**src/design/swms_pkg.sv**
```systemverilog
// swms_pkg: shared widths and types for the sliding-window mean/stdev block.
// No dependencies; imported by every module of the block.
`default_nettype none
package swms_pkg;
	localparam int WINDOW_MAX  = 128;
	localparam int IDX_W       = $clog2(WINDOW_MAX);
	localparam int CNT_W       = 8;
	localparam int SAMPLE_BITS = 24;
	localparam int SUM_W       = 31;
	localparam int SQ_W        = 54;
	localparam int SPAN_W      = 25;
	localparam int NUM_W       = 62;
	localparam int DIV_W       = 78;
	localparam int DVS_W       = 15;
	localparam int DIV_ITER    = DIV_W / 2;
	localparam int DIV_CW      = $clog2(DIV_ITER);
	localparam int RAD_W       = 64;
	localparam int ROOT_W      = 32;
	localparam int REM_W       = 35;
	localparam int ROOT_CW     = $clog2(ROOT_W);
	localparam logic [CNT_W-1:0] LEN_RESET = 8'd30;

	typedef struct packed {
		logic                     done;
		logic signed [SUM_W-1:0]  sum;
		logic [SQ_W-1:0]          sumsq;
		logic [CNT_W-1:0]         count;
		logic signed [SPAN_W-1:0] span;
	} swms_stats_t;
endpackage
`default_nettype wire

```
**src/design/swms_sqrt.sv**
```systemverilog
// swms_sqrt: bit-serial integer square root, one result bit per cycle.
// Depends on swms_pkg.
`default_nettype none
module swms_sqrt (
	input  wire logic                        clk,
	input  wire logic                        arst_n,
	input  wire logic                        start,
	input  wire logic [swms_pkg::RAD_W-1:0]  radicand,
	output logic                             done,
	output logic [swms_pkg::ROOT_W-1:0]      root
);
	import swms_pkg::*;

	logic [RAD_W-1:0]   v_q;
	logic [REM_W-1:0]   rem_q, remsh, trial;
	logic [ROOT_W-1:0]  root_q;
	logic [ROOT_CW-1:0] cnt_q;
	logic               busy_q, done_q;

	always_comb begin
		remsh = {rem_q[REM_W-3:0], v_q[RAD_W-1:RAD_W-2]};
		trial = REM_W'({root_q, 2'b01});
	end

	always_ff @(posedge clk) begin
		if (start) begin
			v_q    <= radicand;
			rem_q  <= '0;
			root_q <= '0;
		end else if (busy_q) begin
			v_q <= {v_q[RAD_W-3:0], 2'b00};
			if (remsh >= trial) begin
				rem_q  <= remsh - trial;
				root_q <= {root_q[ROOT_W-2:0], 1'b1};
			end else begin
				rem_q  <= remsh;
				root_q <= {root_q[ROOT_W-2:0], 1'b0};
			end
		end
	end

	always_ff @(posedge clk or negedge arst_n) begin
		if (!arst_n) begin
			busy_q <= 1'b0;
			done_q <= 1'b0;
			cnt_q  <= '0;
		end else begin
			done_q <= 1'b0;
			if (start) begin
				busy_q <= 1'b1;
				cnt_q  <= '0;
			end else if (busy_q) begin
				cnt_q <= cnt_q + ROOT_CW'(1);
				if (cnt_q == ROOT_CW'(ROOT_W - 1)) begin
					busy_q <= 1'b0;
					done_q <= 1'b1;
				end
			end
		end
	end

	assign done = done_q;
	assign root = root_q;
endmodule
`default_nettype wire

```
**config.mk**
```make
export PLATFORM = sky130hd
export DESIGN_NAME = swms_sqrt
export DESIGN_NICKNAME = d
export VERILOG_FILES = /design/src/design/swms_pkg.sv /design/src/design/swms_sqrt.sv
export SDC_FILE = /design/constraint.sdc
export NUM_CORES = 1
export LEC_CHECK = 0
export ABC_CLOCK_PERIOD_IN_PS = 3500
export BUFFER_PORTS_ARGS = -buffer_cell sky130_fd_sc_hd__buf_4
export CAP_MARGIN = 20
export CORE_MARGIN = 8
export CORE_UTILIZATION = 53
export CTS_CLUSTER_DIAMETER = 30
export DETAILED_ROUTE_END_ITERATION = 12
export PLACE_DENSITY = 0.84
export SYNTH_ARGS = -nofsm -noshare
export SYNTH_HDL_FRONTEND = slang
export SYNTH_SLANG_ARGS = --single-unit
```
**constraint.sdc**
```tcl
create_clock -name clk -period 3.5 [get_ports clk]
set_input_delay 0.7 -clock clk [delete_from_list [all_inputs] [get_ports clk]]
set_output_delay 0.7 -clock clk [all_outputs]
set_load 0.1 [all_outputs]
```
* Word-level counts from Yosys, hierarchy flattened
Cells that the tools add are included.
** Storage, ports and cells
- Register bits :: 136
- Bits of input ports :: 67
- Output and inout port bits :: 33
- Word-level logic and storage cells :: 23
** Operators by class
- Eq/ne operators :: 1
- Mux-type cells :: 12
- Reductions and logical operators :: 1
- Add/sub/neg operators :: 2
- $lt $le $gt $ge :: 1
** Operators by type and width (number)
- $mux 64 :: 2
- $ge 35x34->1 :: 1
- $mux 33 :: 1
- $sub 33x33->33 :: 1
- $mux 5 :: 2
- $mux 1 :: 7
- $add 5x1->5 const B :: 1
- $eq 5x5->1 const B :: 1
- $reduce_bool 2->1 :: 1

* Depth between registers and ports, before layout
- Depth in word-level cells :: 4
- Depth in mapped cells :: 11
- Depth with buffers taken out :: 9

* Worst setup path after synthesis
OpenSTA, ideal clock, no wires.
- Kind :: register to register
- Start point :: register root_q[15] (netlist: root[15])
- End point :: register rem_q[24]
- Setup slack :: 0.247 ns
- Clock period less this slack :: 3.253 ns
- Cell stages (with the launch flop) :: 11
- Setup time :: 0.116 ns
- Data arrival time :: 3.137 ns
- Required time :: 3.384 ns
- Cells stage by stage :: dfxtp_1 > inv_1 > ha_1 > buf_2 > and2_1 > and3_1 > a21oi_1 > a31oi_2 > o31a_1 > or4_1 > o211a_1
** Between the ends
- Longest elaborated chain between the ends :: 2
- Elaborated cells on any way between the ends :: 3
- Classes of those cells :: add/sub: 1; order compare: 1; mux: 1
** Ends and longest elaborated chain
- start, declared :: RTL line swms_sqrt.sv:16 : logic [ROOT_W-1:0] root_q;
- start signal, assigned :: RTL line swms_sqrt.sv:34 : root_q <= {root_q[ROOT_W-2:0], 1'b1};
- start signal, assigned :: RTL line swms_sqrt.sv:37 : root_q <= {root_q[ROOT_W-2:0], 1'b0};
- $sub 33x33->33 or $ge 35x34->1 (tied branches) :: RTL line swms_sqrt.sv:33, swms_sqrt.sv:32
- $mux 33 (*) :: RTL line swms_sqrt.sv:32 : if (remsh >= trial) begin
- end signal, assigned :: RTL line swms_sqrt.sv:33 : rem_q <= remsh - trial;
- end signal, assigned :: RTL line swms_sqrt.sv:36 : rem_q <= remsh;
- end, declared :: RTL line swms_sqrt.sv:15 : logic [REM_W-1:0] rem_q, remsh, trial;
Every way passes the cells marked *; elsewhere a longest branch is shown, timed or not.
A chain may end at the register's enable or synchronous reset.

* Final worst setup path
- Start point :: register root_q[15] (netlist: root[15])
- End point :: register rem_q[31]
Same word-level chain as after synthesis.

==> impl_metrics.yaml <==
outcome:
  status: "finished clean"
final_layout:
  finalInstanceArea_um2: 9290
  area.growth.synth_to_final_pct: 18.7
  final_nets: 963
  layout.cells.non_filler: 1057
  num_antenna_cells: 0
  layout-drive-gt1-share_pct: 25.8
global_routing:
  antenna_found_initial: 0
  grt_pass1_vias: 6322
  overflow: 0
  grt.total_usage_pct: 21.0
  grt_start_max_net_pins: 65
  grt_pass1_wl_mm: 31.2
route:
  wire_per_inst_um: 18.4
  viasPerCell: 6.02
  final_antenna_net_count: 0
  drc_errors: 0
  vias: 6365
  wl_mm: 19.5
  first_pass_iters: 4
  first_iter_violations: 417
synth:
  synth_warnings: 0
  yosysSeqAreaShare_pct: 43.4
  synthMostInstantiatedCell: "nor2_1"
  ys_top_cells_by_count: "nor2_1, dfxtp_1, edfxtp_1, mux2_2, inv_1"
  synthesis.instances: 775
  synth_top_area_share_pct: 24.6
  syn_nets: 878
  synth_cell_type_count: 73
  syn_area_um2: 7830
  ys_async_sr_fraction_pct: 5.15
  yosys_register_bits: 136
  synth_area_leaders: "edfxtp_1, dfxtp_1, mux2_2"
  synth.avg_cell_area_um2: 10.1
  synthFlopType: "dfxtp_1"
  synth_top_cell_by_area: "edfxtp_1"
  synth_edf_count: 64
setup_path:
  worstPathArrival_ns: 3.40
  startpoint_type: "flop"
  crit_path_end_kind: "flop"
  criticalPathCategory: "flop to flop"
  critPathRequiredTime_ns: 3.79
  critPathMaxFanout: 24
power:
  peakVddDrop_mv: 0.486
  p_leak_nw: 3.97
  p_per_area_nw_per_um2: 823
clock_tree:
  insertion_delay_ns: 0.43
  cts_root_buffer: "clkbuf_16"
  cts_made_buffers: 17
  cts-resized-gates: 0
  clk_pin_slew_ns: 0.06
  tritoncts: "built"
  clock_sinks: 136
  ctsHoldBuffers: 0
  clk_path_buf_depth: 2
  cts_max_level: 4
  post_cts_buffers: 0
floorplanning:
  top_level_ports: 100
  die_w_um: 138
  coreArea_um2: 14500
  start_util_pct: 54.0
  fp-row-count: 44
  die_area_um2: 18900
  die_y_um: 138
timing:
  slew_headroom_pct: 45.3
  fin_crit_ns: 3.11
  skew_ns: 0.0149
  slew_viol_final: 0
  worst_pin_slew_ns: 0.800
  fin_tns_setup_ns: 0
  post-route-worst-setup-slack_ns: 0.390
  finalHoldViolations: 0
  max_freq_ghz: 0.322
  setup_viol: 0
  rsz0062_at_grt: "no"
  post-route-period-util_pct: 88.9
placed_design:
  dp_slack_ns: 0.126
  place_congestion: 0.917
  post_dp_cell_area_um2: 8720
  numPortBuffers: 99
  place_inst: 1025
  place_hpwl_mm: 13.5
min_path:
  hold_class: "primary input to async pin"
flow_run:
  max_cap_violations: 0
logic make-up after synthesis:
family / share of synthesized area (%)
compound gates: 16.7
xor+xnor: 2.57
fa+ha+maj: 5.76
buf+inv: 4.75
flops: 43.4
mux: 13.4
simple gates: 13.4
routing by layer:
| layer | track usage, % | vias up | share of wire (%) |
|---|---|---|---|
| met5 | 0 | - | 0 |
| met4 | 7.54 | 0 | 1.7 |
| met3 | 7.70 | 32 | 9.8 |
| met2 | 33.6 | 240 | 47 |
| met1 | 25.4 | 3020 | 42 |
| li1 | - | 3073 | - |
worst max-delay path: stages, from the launching register on:
cell and delay, ns:
dfxtp_1 0.38, inv_1 0.06, ha_1 0.40, and2_1 0.23, and3_1 0.22, a21oi_1 0.30
a31oi_2 0.19, o31a_2 0.57, o21ai_0 0.45, o221ai_1 0.18
report_power, final:
part           leakage, nW  internal (mW)  switching (mW)
registers             1.30           1.91           0.157
logic                 2.39           1.51            2.31
clock network        0.274          0.995           0.748
total                 3.97           4.42            3.22
through the flow:
step | utilization (%) | power [mW] | hold slack (ns)
floorplan | - | 4.92 | 0.404
global placement | 60.2 | 5.74 | 0.451
detailed placement | 60.2 | 5.79 | 0.457
CTS | 64.1 | 7.58 | 0.0642
global route | 64.1 | 8.08 | 0.0629
finish | 64.1 | 7.64 | 0.0709
state kept, by name, indices dropped and copies added, names as in the netlist:
register,count
v_q,64
rem_q,33
root,32
done,1
cnt_q,5
busy_q,1
layout by cell type, fill, tap and decap left out, types with 5 or more instances in the layout:
cell         n
nand4_1     10
inv_1       42
dfrtp_1      6
nor3_1       8
o2111ai_1    7
nor4_1       7
ha_1        36
nor2_1      80
a21o_1       9
a311oi_1    13
nand2_1     34
o31ai_1      5
a211oi_1     9
a21oi_1     36
nand3_1     25
mux2_2      62
o21a_1       8
buf_4      113
o211ai_1    13
a31oi_1      9
edfxtp_1    64
o21ai_0     30
mux2i_1     35
xor2_1      13
and3_1      13
inv_6        5
clkbuf_16   17
or3_1        5
and2_1       7
xnor2_1     10
dfxtp_1     65
area by class of cell:
type	count	area (um^2)
Fill cell	1160	5190
Multi-Input combinational cell	548	4060
Sequential cell	136	3400
Timing Repair Buffer	114	868
Clock buffer	18	429
Tap cell	184	230
Inverter	43	161
Clock inverter	14	138
final timing paths:
kind                            cells past startpoint              startpoint                endpoint  slack (ns)
worst max-delay path                                9   root[15]$_SDFFE_PP0P_  rem_q[31]$_SDFFE_PP0P_        0.39
max in group asynchronous                           1                  arst_n        busy_q$_DFF_PN0_        3.30
worst max register to register                      9   root[15]$_SDFFE_PP0P_  rem_q[31]$_SDFFE_PP0P_        0.39
worst min register to register                      2  rem_q[31]$_SDFFE_PP0P_  rem_q[31]$_SDFFE_PP0P_        0.48
worst min-delay path                                1                  arst_n    cnt_q[4]$_DFFE_PN0P_        0.07
min in group clk                                    2  rem_q[31]$_SDFFE_PP0P_  rem_q[31]$_SDFFE_PP0P_        0.48
Note: power is estimated with default switching activity, not from simulation.
