===== config.mk =====
export PLATFORM = sky130hd
export DESIGN_NAME = swms_div
export DESIGN_NICKNAME = d
export VERILOG_FILES = /design/src/design/swms_pkg.sv /design/src/design/swms_div.sv
export SDC_FILE = /design/constraint.sdc
export NUM_CORES = 1
export LEC_CHECK = 0
export ABC_AREA = 1
export BUFFER_PORTS_ARGS = -buffer_cell sky130_fd_sc_hd__buf_2
export CAP_MARGIN = 20
export CORE_ASPECT_RATIO = 0.6
export CORE_MARGIN = 2
export CORE_UTILIZATION = 40
export CTS_CLUSTER_SIZE = 28
export DETAILED_ROUTE_END_ITERATION = 7
export PLACE_DENSITY = 0.63
export SLEW_MARGIN = 30
export SYNTH_ARGS = -nofsm -noshare
export SYNTH_HDL_FRONTEND = slang
export SYNTH_SLANG_ARGS = --single-unit

===== constraint.sdc =====
create_clock -name clk -period 4.6 [get_ports clk]
set_input_delay 0.23 -clock clk [delete_from_list [all_inputs] [get_ports clk]]
set_output_delay 0.23 -clock clk [all_outputs]
set_load 0.005 [all_outputs]

===== src/design/swms_pkg.sv =====
// swms_pkg: shared widths and types for the sliding-window mean/stdev block.
// No dependencies; imported by every module of the block.
`default_nettype none
package swms_pkg;
	localparam int WINDOW_MAX  = 128;
	localparam int IDX_W       = $clog2(WINDOW_MAX);
	localparam int CNT_W       = 8;
	localparam int SAMPLE_BITS = 24;
	localparam int SUM_W       = 31;
	localparam int SQ_W        = 54;
	localparam int SPAN_W      = 25;
	localparam int NUM_W       = 62;
	localparam int DIV_W       = 78;
	localparam int DVS_W       = 15;
	localparam int DIV_ITER    = DIV_W / 2;
	localparam int DIV_CW      = $clog2(DIV_ITER);
	localparam int RAD_W       = 64;
	localparam int ROOT_W      = 32;
	localparam int REM_W       = 35;
	localparam int ROOT_CW     = $clog2(ROOT_W);
	localparam logic [CNT_W-1:0] LEN_RESET = 8'd30;

	typedef struct packed {
		logic                     done;
		logic signed [SUM_W-1:0]  sum;
		logic [SQ_W-1:0]          sumsq;
		logic [CNT_W-1:0]         count;
		logic signed [SPAN_W-1:0] span;
	} swms_stats_t;
endpackage
`default_nettype wire


===== src/design/swms_div.sv =====
// swms_div: unsigned restoring divider, two quotient bits per cycle.
// Depends on swms_pkg.
`default_nettype none
module swms_div (
	input  wire logic                       clk,
	input  wire logic                       arst_n,
	input  wire logic                       start,
	input  wire logic [swms_pkg::DIV_W-1:0] dividend,
	input  wire logic [swms_pkg::DVS_W-1:0] divisor,
	output logic                            done,
	output logic [swms_pkg::DIV_W-1:0]      quotient
);
	import swms_pkg::*;

	logic [DIV_W-1:0]  qd_q, qd_n;
	logic [DVS_W-1:0]  r_q, r_n, d_q;
	logic [DIV_CW-1:0] cnt_q;
	logic              busy_q, done_q;
	logic [DVS_W:0]    sh;
	logic              b;

	always_comb begin
		r_n  = r_q;
		qd_n = qd_q;
		sh   = '0;
		b    = 1'b0;
		for (int i = 0; i < 2; i++) begin
			sh = {r_n, qd_n[DIV_W-1]};
			if (sh >= {1'b0, d_q}) begin
				sh = sh - {1'b0, d_q};
				b  = 1'b1;
			end else begin
				b  = 1'b0;
			end
			r_n  = sh[DVS_W-1:0];
			qd_n = {qd_n[DIV_W-2:0], b};
		end
	end

	always_ff @(posedge clk) begin
		if (start) begin
			qd_q <= dividend;
			r_q  <= '0;
			d_q  <= divisor;
		end else if (busy_q) begin
			qd_q <= qd_n;
			r_q  <= r_n;
		end
	end

	always_ff @(posedge clk or negedge arst_n) begin
		if (!arst_n) begin
			busy_q <= 1'b0;
			done_q <= 1'b0;
			cnt_q  <= '0;
		end else begin
			done_q <= 1'b0;
			if (start) begin
				busy_q <= 1'b1;
				cnt_q  <= '0;
			end else if (busy_q) begin
				cnt_q <= cnt_q + DIV_CW'(1);
				if (cnt_q == DIV_CW'(DIV_ITER - 1)) begin
					busy_q <= 1'b0;
					done_q <= 1'b1;
				end
			end
		end
	end

	assign done     = done_q;
	assign quotient = qd_q;
endmodule
`default_nettype wire


; Word level (Yosys, flattened, before mapping)
; Cells that the tools add are included.
[totals]
output_inout_bits = 79
register_bits = 116
inputBits = 96
wordCells = 27
[op_classes]
n_mux = 14
order_cmp = 2
addsub = 3
eq_ne = 1
n_reduce_logical = 1
[ops]
columns = operator, n
row1 = 2-to-1 mux 78 bit, 2
row2 = greater-or-equal comparator 16 x 15 -> 1 bit, 2
row3 = 2-to-1 mux 15 bit, 2
row4 = subtractor 15 bit, 2
row5 = 2-to-1 mux 6 bit, 2
row6 = 2-to-1 mux 1 bit, 8
row7 = adder 6 x 1 -> 6 bit (second input constant), 1
row8 = == test 6 bit (second input constant), 1
row9 = nonzero test 2 bit, 1

; Depth between registers and ports, before layout
[logic_depth]
depth_word = 6
ltp_mapped = 29

; Worst setup path after synthesis
; Ideal clock, no wire load.
[synth_timing]
path_type = reg-to-reg
startpoint = reg qd_q[77], in the netlist quotient[77]
endpoint = reg r_q[1]
t_required_ns = 4.486
stages_incl_launch_ff = 28
slack_ns = 1.128
synth_period_minus_slack_ns = 3.472
setup_time_ns = 0.114
arrival_time_ns = 3.358
n_path_buf = 2
path_cell_list = edfxtp_1 > inv_1 > ha_1 > inv_1 > fa_1 > nand3_1 > nand3_1 > nand2_1 > nand3_1 > nand2_2 > nand2_4 > buf_6 > o21ai_1 > inv_1 > ha_1 > a21oi_2 > nand2_2 > nand2_2 > nand2_2 > nand2_2 > nand2_2 > nand2_2 > nand3_2 > inv_2 > buf_4 > nand3_1 > nand3_1 > nand2_1
[synth_between]
elab_chain_len = 4
elab_cells_between_ends = 6
[synth_lines]
columns = item, line_no
row1 = "start, declared", swms_div.sv:15  ; logic [DIV_W-1:0] qd_q, qd_n;
row2 = "start signal, assigned", swms_div.sv:42  ; qd_q <= dividend;
row3 = "start signal, assigned", swms_div.sv:46  ; qd_q <= qd_n;
row4 = subtractor 15 bit / greater-or-equal comparator 16 x 15 -> 1 bit (equally long branches), "swms_div.sv:30, swms_div.sv:29"
row5 = 2-to-1 mux 15 bit (*), swms_div.sv:29  ; if (sh >= {1'b0, d_q}) begin
row6 = subtractor 15 bit / greater-or-equal comparator 16 x 15 -> 1 bit (equally long branches), "swms_div.sv:30, swms_div.sv:29"
row7 = 2-to-1 mux 15 bit (*), swms_div.sv:29
row8 = "end signal, assigned", swms_div.sv:47  ; r_q <= r_n;
row9 = "end, declared", swms_div.sv:16  ; logic [DVS_W-1:0] r_q, r_n, d_q;
; Every way passes the cells marked *; elsewhere a longest branch is shown, timed or not.
; A chain may end at the register's enable or synchronous reset.

; Worst setup path after layout
[layout_timing]
startpoint = reg qd_q[77], in the netlist quotient[77]
endpoint = reg r_q[13]
; Same word-level chain as after synthesis.

==> flow_summary.toml <==
[final_layout]
nNetsFinal = 1174
layout-drive-gt1-share_pct = 22.8
final_area_mm2 = 0.00858
area_growth_pct = 26.3
diodes = 0
final_cells = 1285

[detailed_routing]
drt-total-wl_um = 18900
via_count = 6225
top_layer = "met4"
wl_met2_um = 7300
wl_per_cell_um = 14.7
wl_met3_um = 1650
vias_per_cell = 4.84
first_pass_iters = 7
drc = 0
drt-initial-drc-count = 725
ant_nets = 0
met1Wirelength_um = 9850

[synthesis]
yosys_warnings = 0
ys_types = 37
synthSimpleGateAreaFrac_pct = 32.3
synth.area.mux_share_pct = 0
synth-seq-cells = 116
syn_area_mm2 = 0.00679
synth_top_family_by_area = "simple AND/OR/NAND/NOR gates"
synth_fa_ha_area_share_pct = 6.48
synth_compound_area_share_pct = 3.87
yosysTopAreaCell = "edfxtp_1"
syn_area_per_cell_um2 = 7.92
synth.top_cell.area_share_pct = 41.1
yosys.area_share.xor_xnor_pct = 2.19
syn-instance-count = 857
synth_nets = 987
seq_area_frac_synth_pct = 48.5
synth_area_leaders = "edfxtp_1, nand2_1, ha_1"

[grt]
grt_pass1_vias = 5696
antenna_found_initial = 0
gr-usage-all-layers_pct = 21.1
grt_max_degree = 79
overflow = 0
grt_pass1_wl_um = 29800

[setup_path]
crit-reg2reg-launch = "quotient[77]"
criticalPathCategory = "register to register"
regToRegSetupSlack_ns = 0.42
crit_path_start_kind = "register"
reg2reg_to = "r_q[13]"
arrival_ns = 4.48
required_ns = 4.90
end_kind = "register"
crit_path_max_fanout = 25
r2r_cells = 24

[sta]
finalSetupViolations = 0
hold_viol_final = 0
min_period_ns = 4.18
fin_ws_ns = 0.424
fmax_mhz = 239
fin_skew_ns = 0.0128
slew_headroom_pct = 45.0
finalCritPeriodShare_pct = 90.8
tightest_slew_ns = 0.825
setup_tns_ns = 0
drv_slew = 0
grt_setup_unrepaired = "no"

[clocking]
cts.sinks = 116
clkSlewWorstSetupHoldPaths_ns = 0.06
clock_latency_ns = 0.41
cts_resized = 0
clockRootBuffer = "clkbuf_16"
cts_setup_buffers = 0
clk_path_buf_depth = 2
numCtsBuffers = 17
htree_levels = 4
cts_tree = "built"

[placement]
dp.cells = 1239
routabilityCongestion = 0.935
dp_hpwl_um = 14100
pre_cts_slack_ns = 0.561
portBuffers = 174
placed_area_mm2 = 0.00787

[flow_run]
maxCapViolations = 0

[worst_hold_path]
hp-start = "divisor[11]"
holdPathStages = 1
hp-class = "input port to register"
hold_end = "d_q[11]"

[status]
outcome = "finished, final reports clean"

[die]
die-width_um = 172
design.core.area_mm2 = 0.0164
rows = 36
die_h_um = 105
fp.dieArea_mm2 = 0.0181
boundaryPins = 175
start_util_pct = 41.3

[pwr]
cellLeakagePower_nw = 4.50
ir_worst_vdd_uv = 294
powerDensity_mw_per_mm2 = 647
how the worst max path moves through the flow:
stage / cells after the start / to / from / slack, ns
after floorplan: 27 / r_q[1] / quotient[77] / 1.13
after global placement: 23 / quotient[0] / quotient[77] / 0.64
after detailed placement: 23 / quotient[0] / quotient[77] / 0.56
after CTS: 26 / r_q[0] / quotient[77] / 0.54
after global routing: 24 / r_q[13] / quotient[77] / 0.09
final: 24 / r_q[13] / quotient[77] / 0.42
cells by family (layout without fill, tap and decap cells):
family	Yosys count	in the layout
xor gates and xnor gates	17	17
AOI/OAI and AO/OA	47	47
buffers and inverters	113	313
adders and majority gates	34	34
and+or+nand+nor	530	530
DFF	116	116
layer usage:
metal | vias up | GRT usage, %
met5 | - | 0
met4 | 0 | 4.80
met3 | 15 | 4.85
met2 | 252 | 27.7
met1 | 2840 | 34.3
li1 | 3118 | -
area by class of cell:
type                            count  area [µm²]
Fill cell                        1550        7860
Sequential cell                   116        3290
Multi-Input combinational cell    628        3050
Timing Repair Buffer              193        1050
Clock buffer                       17         425
Inverter                           88         332
Tap cell                          228         285
Clock inverter                     15         145
Yosys cell counts:
| library cell | count |
|---|---|
| nand4_1 | 7 |
| nor3_2 | 1 |
| nand2_2 | 8 |
| buf_6 | 3 |
| and2_1 | 2 |
| inv_2 | 6 |
| nor2_1 | 30 |
| edfxtp_1 | 93 |
| o21ai_0 | 9 |
| clkbuf_1 | 20 |
| nand2_1 | 406 |
| nor2_4 | 1 |
| dfrtp_1 | 8 |
| nand2_4 | 2 |
| or2_2 | 1 |
| clkinv_1 | 1 |
| fa_1 | 2 |
| o31ai_1 | 2 |
| xnor2_1 | 10 |
| nand3_4 | 1 |
| nand3b_1 | 4 |
| dfxtp_1 | 15 |
| o21ai_2 | 2 |
| nand3_1 | 53 |
| xor2_1 | 7 |
| a21o_1 | 1 |
| a21oi_2 | 2 |
| nor3_1 | 7 |
| nand3_2 | 2 |
| o21bai_1 | 2 |
| or2_1 | 2 |
| buf_4 | 2 |
| inv_1 | 81 |
| o21ai_1 | 5 |
| a21oi_1 | 24 |
| nor2_2 | 3 |
| ha_1 | 32 |
per-stage QoR:
step	utilization (%)	hold slack [ns]	power, W
after global placement	47.8	0.0820	0.00418
after global routing	52.2	0.00468	0.00600
after CTS	52.2	0.000205	0.00551
final	52.2	0.0147	0.00555
after floorplan	-	-0.0656	0.00355
after detailed placement	47.9	0.0803	0.00419
state kept, by name, summed over array words and instances, names as in the netlist:
register and flops:
done 1, busy_q 1, quotient 78, r_q 15, cnt_q 6, d_q 15
worst max-delay path, stage by stage, from the launching register on:
cell      delay [ns]
edfxtp_1        0.44
inv_1           0.09
ha_1            0.14
inv_1           0.08
fa_1            0.42
nand3_1         0.09
nand3_1         0.14
nand2_1         0.11
nand3_1         0.09
nand2_2         0.11
nand2_4         0.19
o21ai_1         0.23
inv_1           0.07
ha_1            0.42
nand2_1         0.08
o21ai_0         0.51
nand2_1         0.11
nand2_1         0.19
nand3_1         0.14
nand2_1         0.10
nand2_1         0.06
nand2_1         0.07
nand2_1         0.05
nand3_1         0.07
nand2_1         0.05
cells in the final DEF, fill, tap and decap left out, types with 8 or more instances in the layout:
master,n
ha_1,32
buf_2,173
nand2_1,406
dfrtp_1,8
nand3_1,53
a21oi_1,24
edfxtp_1,93
inv_1,80
nor2_1,29
clkbuf_16,17
dfxtp_1,15
dlygate4sd3_1,14
nand2_2,8
xnor2_1,10
o21ai_0,9
power breakdown:
| group | internal, W | switching (W) | leakage [nW] |
|---|---|---|---|
| clock network | 0.000758 | 0.000533 | 0.279 |
| registers | 0.00130 | 0.000109 | 1.23 |
| logic | 0.00102 | 0.00183 | 2.99 |
| total | 0.00308 | 0.00247 | 4.50 |
timing repair:
| item | 4_1_cts | 5_1_grt |
|---|---|---|
| hold endpoints to repair | 21 | 0 |
| hold buffers | 14 | 0 |
| endpoints found under the setup margin | 0 | 0 |
No activity file was read; power rests on OpenSTA's default activity.
